### src/mcvq_pkg.sv
`timescale 1ns / 1ps
// ----------------------------------------------------------------------------
// mcvq_pkg
// Types and codes shared by the minimum-cost vertex queue and its cells.
// ----------------------------------------------------------------------------
package mcvq_pkg;

    localparam int VID_W  = 16;
    localparam int COST_W = 32;
    localparam int OCC_W  = 7;
    localparam int REQ_W  = 3;
    localparam int ST_W   = 2;

    localparam logic [REQ_W-1:0] REQ_INSERT = 3'd0;
    localparam logic [REQ_W-1:0] REQ_POP    = 3'd1;
    localparam logic [REQ_W-1:0] REQ_PEEK   = 3'd2;
    localparam logic [REQ_W-1:0] REQ_REMOVE = 3'd3;
    localparam logic [REQ_W-1:0] REQ_CLEAR  = 3'd4;

    localparam logic [ST_W-1:0] ST_OK        = 2'd0;
    localparam logic [ST_W-1:0] ST_EMPTY     = 2'd1;
    localparam logic [ST_W-1:0] ST_NOT_FOUND = 2'd2;
    localparam logic [ST_W-1:0] ST_FULL      = 2'd3;

    typedef struct packed {
        logic [REQ_W-1:0]  req_type;
        logic [VID_W-1:0]  vertex_id;
        logic [COST_W-1:0] key_cost;
    } t_req;

    typedef struct packed {
        logic [VID_W-1:0]  out_vertex;
        logic [COST_W-1:0] out_cost;
        logic [ST_W-1:0]   status;
        logic [OCC_W-1:0]  occupancy;
    } t_rsp;

    typedef enum logic [1:0] {
        S_IDLE,
        S_SCAN,
        S_DONE
    } t_state;

    // per-cell update command
    typedef struct packed {
        logic load;
        logic shift;
        logic clear;
    } t_cell_cmd;

    // search token travelling along the chain
    typedef struct packed {
        logic              live;
        logic              match;
        logic              found;
        logic [COST_W-1:0] best_cost;
    } t_tok;

endpackage

### src/mcvq_cell.sv
`timescale 1ns / 1ps
// ----------------------------------------------------------------------------
// mcvq_cell
// One queue slot: holds an entry, shifts in its upper neighbour on a
// removal and passes the search token on to the next slot each cycle.
// ----------------------------------------------------------------------------
module mcvq_cell
    import mcvq_pkg::*;
#(
    parameter int VERTEX_BITS = 16,
    parameter int IDX_W       = 6,
    parameter int INDEX       = 0
) (
    input  logic                   i_clk,
    input  logic                   i_rst_n,
    input  t_cell_cmd              i_cmd,
    input  logic [VERTEX_BITS-1:0] i_new_vertex,
    input  logic [COST_W-1:0]      i_new_cost,
    input  logic                   i_next_valid,
    input  logic [VERTEX_BITS-1:0] i_next_vertex,
    input  logic [COST_W-1:0]      i_next_cost,
    output logic                   o_valid,
    output logic [VERTEX_BITS-1:0] o_vertex,
    output logic [COST_W-1:0]      o_cost,
    input  t_tok                   i_tok,
    input  logic [VERTEX_BITS-1:0] i_tok_key,
    input  logic [VERTEX_BITS-1:0] i_tok_vertex,
    input  logic [IDX_W-1:0]       i_tok_idx,
    output t_tok                   o_tok,
    output logic [VERTEX_BITS-1:0] o_tok_key,
    output logic [VERTEX_BITS-1:0] o_tok_vertex,
    output logic [IDX_W-1:0]       o_tok_idx
);

    logic                   r_valid;
    logic [VERTEX_BITS-1:0] r_vertex;
    logic [COST_W-1:0]      r_cost;

    logic                   r_tok_live;
    t_tok                   r_tok;
    logic [VERTEX_BITS-1:0] r_tok_key;
    logic [VERTEX_BITS-1:0] r_tok_vertex;
    logic [IDX_W-1:0]       r_tok_idx;

    t_tok                   n_tok;
    logic [VERTEX_BITS-1:0] n_tok_vertex;
    logic [IDX_W-1:0]       n_tok_idx;
    logic                   w_hit;

    always_ff @(posedge i_clk) begin
        if (!i_rst_n) begin
            r_valid <= 1'b0;
        end else if (i_cmd.clear) begin
            r_valid <= 1'b0;
        end else if (i_cmd.load) begin
            r_valid <= 1'b1;
        end else if (i_cmd.shift) begin
            r_valid <= i_next_valid;
        end
    end

    always_ff @(posedge i_clk) begin
        if (i_cmd.load) begin
            r_vertex <= i_new_vertex;
            r_cost   <= i_new_cost;
        end else if (i_cmd.shift) begin
            r_vertex <= i_next_vertex;
            r_cost   <= i_next_cost;
        end
    end

    always_comb begin
        w_hit = i_tok.live && r_valid &&
                (i_tok.match ? (r_vertex == i_tok_key)
                             : (!i_tok.found || (r_cost < i_tok.best_cost)));
        n_tok        = i_tok;
        n_tok_vertex = i_tok_vertex;
        n_tok_idx    = i_tok_idx;
        if (w_hit) begin
            n_tok.found     = 1'b1;
            n_tok.best_cost = r_cost;
            n_tok_vertex    = r_vertex;
            n_tok_idx       = IDX_W'(INDEX);
        end
    end

    always_ff @(posedge i_clk) begin
        if (!i_rst_n) begin
            r_tok_live <= 1'b0;
        end else begin
            r_tok_live <= i_tok.live;
        end
    end

    always_ff @(posedge i_clk) begin
        r_tok        <= n_tok;
        r_tok_key    <= i_tok_key;
        r_tok_vertex <= n_tok_vertex;
        r_tok_idx    <= n_tok_idx;
    end

    always_comb begin
        o_tok      = r_tok;
        o_tok.live = r_tok_live;
    end

    assign o_valid      = r_valid;
    assign o_vertex     = r_vertex;
    assign o_cost       = r_cost;
    assign o_tok_key    = r_tok_key;
    assign o_tok_vertex = r_tok_vertex;
    assign o_tok_idx    = r_tok_idx;

endmodule

### config.mk
export PLATFORM = sky130hd
export DESIGN_NAME = mcvq_cell
export DESIGN_NICKNAME = d
export VERILOG_FILES = /design/src/mcvq_pkg.sv /design/src/mcvq_cell.sv
export SDC_FILE = /design/constraint.sdc
export NUM_CORES = 1
export LEC_CHECK = 0
export ABC_AREA = 1
export BUFFER_PORTS_ARGS = -buffer_cell sky130_fd_sc_hd__buf_2
export CORE_AREA = 2 2 116 118
export DETAILED_ROUTE_END_ITERATION = 12
export DIE_AREA = 0 0 118 120
export PLACE_DENSITY_LB_ADDON = 0.2
export RECOVER_POWER = 100
export SKIP_CTS_REPAIR_TIMING = 1
export SYNTH_ARGS = -nofsm -noshare
export SYNTH_HDL_FRONTEND = slang
export SYNTH_SLANG_ARGS = --single-unit
### constraint.sdc
create_clock -name i_clk -period 2.6 [get_ports i_clk]
set_input_delay 0.78 -clock i_clk [delete_from_list [all_inputs] [get_ports i_clk]]
set_output_delay 0.78 -clock i_clk [all_outputs]
set_load 0.05 [all_outputs]
==> results.py <==
metrics = {
    "timing": {
        "timing_worst_slew_pin_value_ns": 1.39,
        "setup_violations": 0,
        "hold_violations_final": 0,
        "fin_skew_ns": 0.00585,
        "grt_setup_unrepaired": "no",
        "setup_total_negative_slack_ns": 0,
        "post-route-period-util_pct": 88.1,
        "max_slew_margin_pct": 7.24,
        "max_freq_mhz": 437,
        "slew_violations": 0,
        "fin_worst_hold_slack_ns": 0.497,
        "timing.final.crit_period_ns": 2.29,
    },
    "synth": {
        "synthDominantCellAreaShare_pct": 28.0,
        "mappedNetlistNets": 728,
        "post_synth_num_cell_types": 24,
        "post_synth_instance_area_mm2": 0.00530,
        "predominant_post_synthesis_flop_cell": "sky130_fd_sc_hd__dfxtp_1",
        "async_reset_ff_share_pct": 0,
        "syn_area_per_cell_um2": 10.1,
        "syn-instance-count": 522,
        "synth.area.top_cells": "sky130_fd_sc_hd__dfxtp_1 (28%), sky130_fd_sc_hd__edfxtp_1 (27%), sky130_fd_sc_hd__mux2_2 (10%)",
        "ys_warn_count": 0,
        "number_of_enable_type_register_cells_in_the_synthesized_netlist": 48,
        "cell_type_with_the_largest_total_area_after_synthesis": "sky130_fd_sc_hd__dfxtp_1",
        "synth-seq-area-share_pct": 55.2,
        "ys_seq_elements": 122,
    },
    "clock_tree": {
        "cts.reportedPaths.clkPinSlew_ns": 0.06,
        "cts_htree_levels": 4,
        "cts_sinks": 122,
        "cts_tree": "yes",
        "clk-insertion-delay-late_ns": 0.41,
        "cts.path.max_buffers": 2,
        "numCtsBuffers": 17,
        "clock_tree.root_cell": "sky130_fd_sc_hd__clkbuf_16",
    },
    "power_and_ir_drop": {
        "power_per_cell_area_mw_per_mm2": 808,
        "cellLeakagePower_nw": 3.58,
        "ir_worst_vdd_uv": 366,
    },
    "drt": {
        "detail_route.first_pass.iterations": 4,
        "ant_nets": 0,
        "wl_per_cell_um": 15.3,
        "route.detailed.drc": 0,
        "routed-via-count": 4792,
        "drt_first_iter_violations": 227,
        "via_per_inst": 4.71,
        "routed_wl_um": 15600,
    },
    "floorplan": {
        "row_count": 42,
        "initial_utilization_pct": 40.8,
        "core_area_mm2": 0.0130,
        "io_pins": 297,
        "fp.dieArea_mm2": 0.0142,
        "die_x_um": 118,
        "die_h_um": 120,
    },
    "worst_setup_path": {
        "worstPathCellList": "clkbuf_1 > or2_0 > buf_12",
        "critical_path_class": "in2reg",
        "critPathRequiredTime_ns": 2.69,
        "timing.critical_path.slowest_cell_delay_ns": 1.07,
        "end_kind": "flop",
        "worst_ep_arrival_time_ns": 2.38,
        "startpoint_of_the_worst_setup_timing_path": "i_cmd[2]",
        "worstPathMaxFanout": 32,
        "cp_slowest_cell": "sky130_fd_sc_hd__or2_0",
        "regToRegStartpoint": "o_cost[5]$_DFFE_PP_",
        "start_kind": "input pin",
    },
    "cells_and_area": {
        "share_of_post_route_cells_with_drive_strength_above_1_pct": 29.2,
        "syn2layout_area_growth_pct": 41.7,
        "num-fill-cells": 1229,
        "most_frequent_cells_in_the_layout": "sky130_fd_sc_hd__buf_2 (156), sky130_fd_sc_hd__clkbuf_1 (142), sky130_fd_sc_hd__nand2_1 (137), sky130_fd_sc_hd__dfxtp_1 (74), sky130_fd_sc_hd__nand3_1 (51)",
        "layout.cells.most_common": "sky130_fd_sc_hd__buf_2",
        "regArea_mm2": 0.00292,
        "multi_input_comb_area_mm2": 0.00210,
        "fin_nets": 1033,
    },
    "global_routing": {
        "global_route_congestion_overflow_total": 0,
        "grt_first_pass_wirelength_um": 23800,
        "grt_start_max_net_pins": 33,
        "vias_in_the_first_global_route": 4861,
        "grt_antenna_before_repair": 0,
        "grt.total_usage_pct": 21.9,
    },
    "placement": {
        "routabilityCongestion": 0.787,
        "dp_hpwl_um": 12000,
        "buffer_ports.inserted": 296,
    },
    "hold_path": {
        "worstHoldStart": "i_tok_key[10]",
        "timing.hold.worst.class": "in2reg",
    },
    "job": {
        "drv.max_cap_violation_count": 0,
    },
    "status": {
        "status": "complete, no violations",
    },
}
[routing by layer]
| metal | up-vias | GRT usage, % | wire length [um] |
|---|---|---|---|
| met4 | 0 | 11.1 | 481 |
| met1 | 2176 | 23.2 | 5930 |
| met3 | 43 | 7.56 | 1280 |
| met2 | 222 | 38.7 | 7900 |
| li1 | 2351 | - | - |
| met5 | - | 0 | 0 |
[power breakdown]
part           internal [W]  switching [W]  leakage (nW)  total [W]
clock network       0.00173       0.000829         0.317    0.00256
registers           0.00217       0.000102          1.11    0.00227
logic              0.000335       0.000893          2.14    0.00123
[layout make-up]
| type | count | share of cell area [%] |
|---|---|---|
| multi-input combinational | 333 | 28.0 |
| timing repair buffer | 307 | 19.0 |
| clock buffer | 23 | 7.10 |
| antenna | 1 | 0.0334 |
| sequential | 122 | 39.0 |
| clock inverter | 9 | 1.70 |
| tap | 176 | 2.94 |
| inverter | 46 | 2.30 |
[cells in the mapped netlist, types with 3 or more instances]
cell type	count
sky130_fd_sc_hd__buf_2	8
sky130_fd_sc_hd__inv_1	46
sky130_fd_sc_hd__buf_1	4
sky130_fd_sc_hd__mux2_2	48
sky130_fd_sc_hd__edfxtp_1	48
sky130_fd_sc_hd__o21ai_0	6
sky130_fd_sc_hd__xnor2_1	12
sky130_fd_sc_hd__a21boi_0	6
sky130_fd_sc_hd__clkbuf_1	6
sky130_fd_sc_hd__nand4_1	3
sky130_fd_sc_hd__nand3_1	51
sky130_fd_sc_hd__ha_1	31
sky130_fd_sc_hd__dfxtp_1	74
sky130_fd_sc_hd__a21oi_1	16
sky130_fd_sc_hd__nand2_1	138
sky130_fd_sc_hd__nor2_1	12
sky130_fd_sc_hd__nor3_1	4
[flip-flops by register name (all words and copies together) (netlist names)]
register and count:
r_tok_live 1, o_tok_key 16, o_vertex 16, o_cost 32
o_tok_vertex 16, o_valid 1, o_tok_idx 6, o_tok 34
[worst max-delay path, delay by kind of cell]
family        cells  cell delay, ns
buf+inv           2            0.51
simple gates      1            1.07
[per-stage QoR]
step	power (W)	std cells	worst slack, ns	utilization (%)	area, um^2
2_1_floorplan	0.00317	522	0.245	-	5300
3_3_place_gp	0.00356	984	0.0906	54.2	7030
3_5_place_dp	0.00359	984	0.0580	54.2	7030
4_1_cts	0.00617	1016	0.459	59.3	7690
5_1_grt	0.00630	1016	0.116	57.8	7500
6_report	0.00606	1017	0.310	57.8	7500
[cells by family (layout without fill, tap and decap cells)]
kind of cell	count (synthesis)	count (layout)	share of synthesized area [%]
multiplexers	48	48	10.2
AND/OR/NAND/NOR	211	211	16.5
adder cells (fa/ha/maj)	31	31	7.33
AO/OA/AOI/OAI	31	31	3.52
XOR/XNOR	12	12	1.98
buffers and inverters	67	385	5.22
other	0	1	0
flip-flops	122	122	55.2
[worst paths after layout]
check,end,depth (start not counted),slack [ns]
worst max register to register,o_tok[10]$_DFF_P_,14,0.41
worst max-delay path,o_vertex[13]$_DFFE_PP_,3,0.31
worst min-delay path,o_tok_key[10]$_DFF_P_,1,0.50
worst min register to register,o_tok_vertex[12]$_DFF_P_,2,0.54
Power figures use the tool's default switching activity.
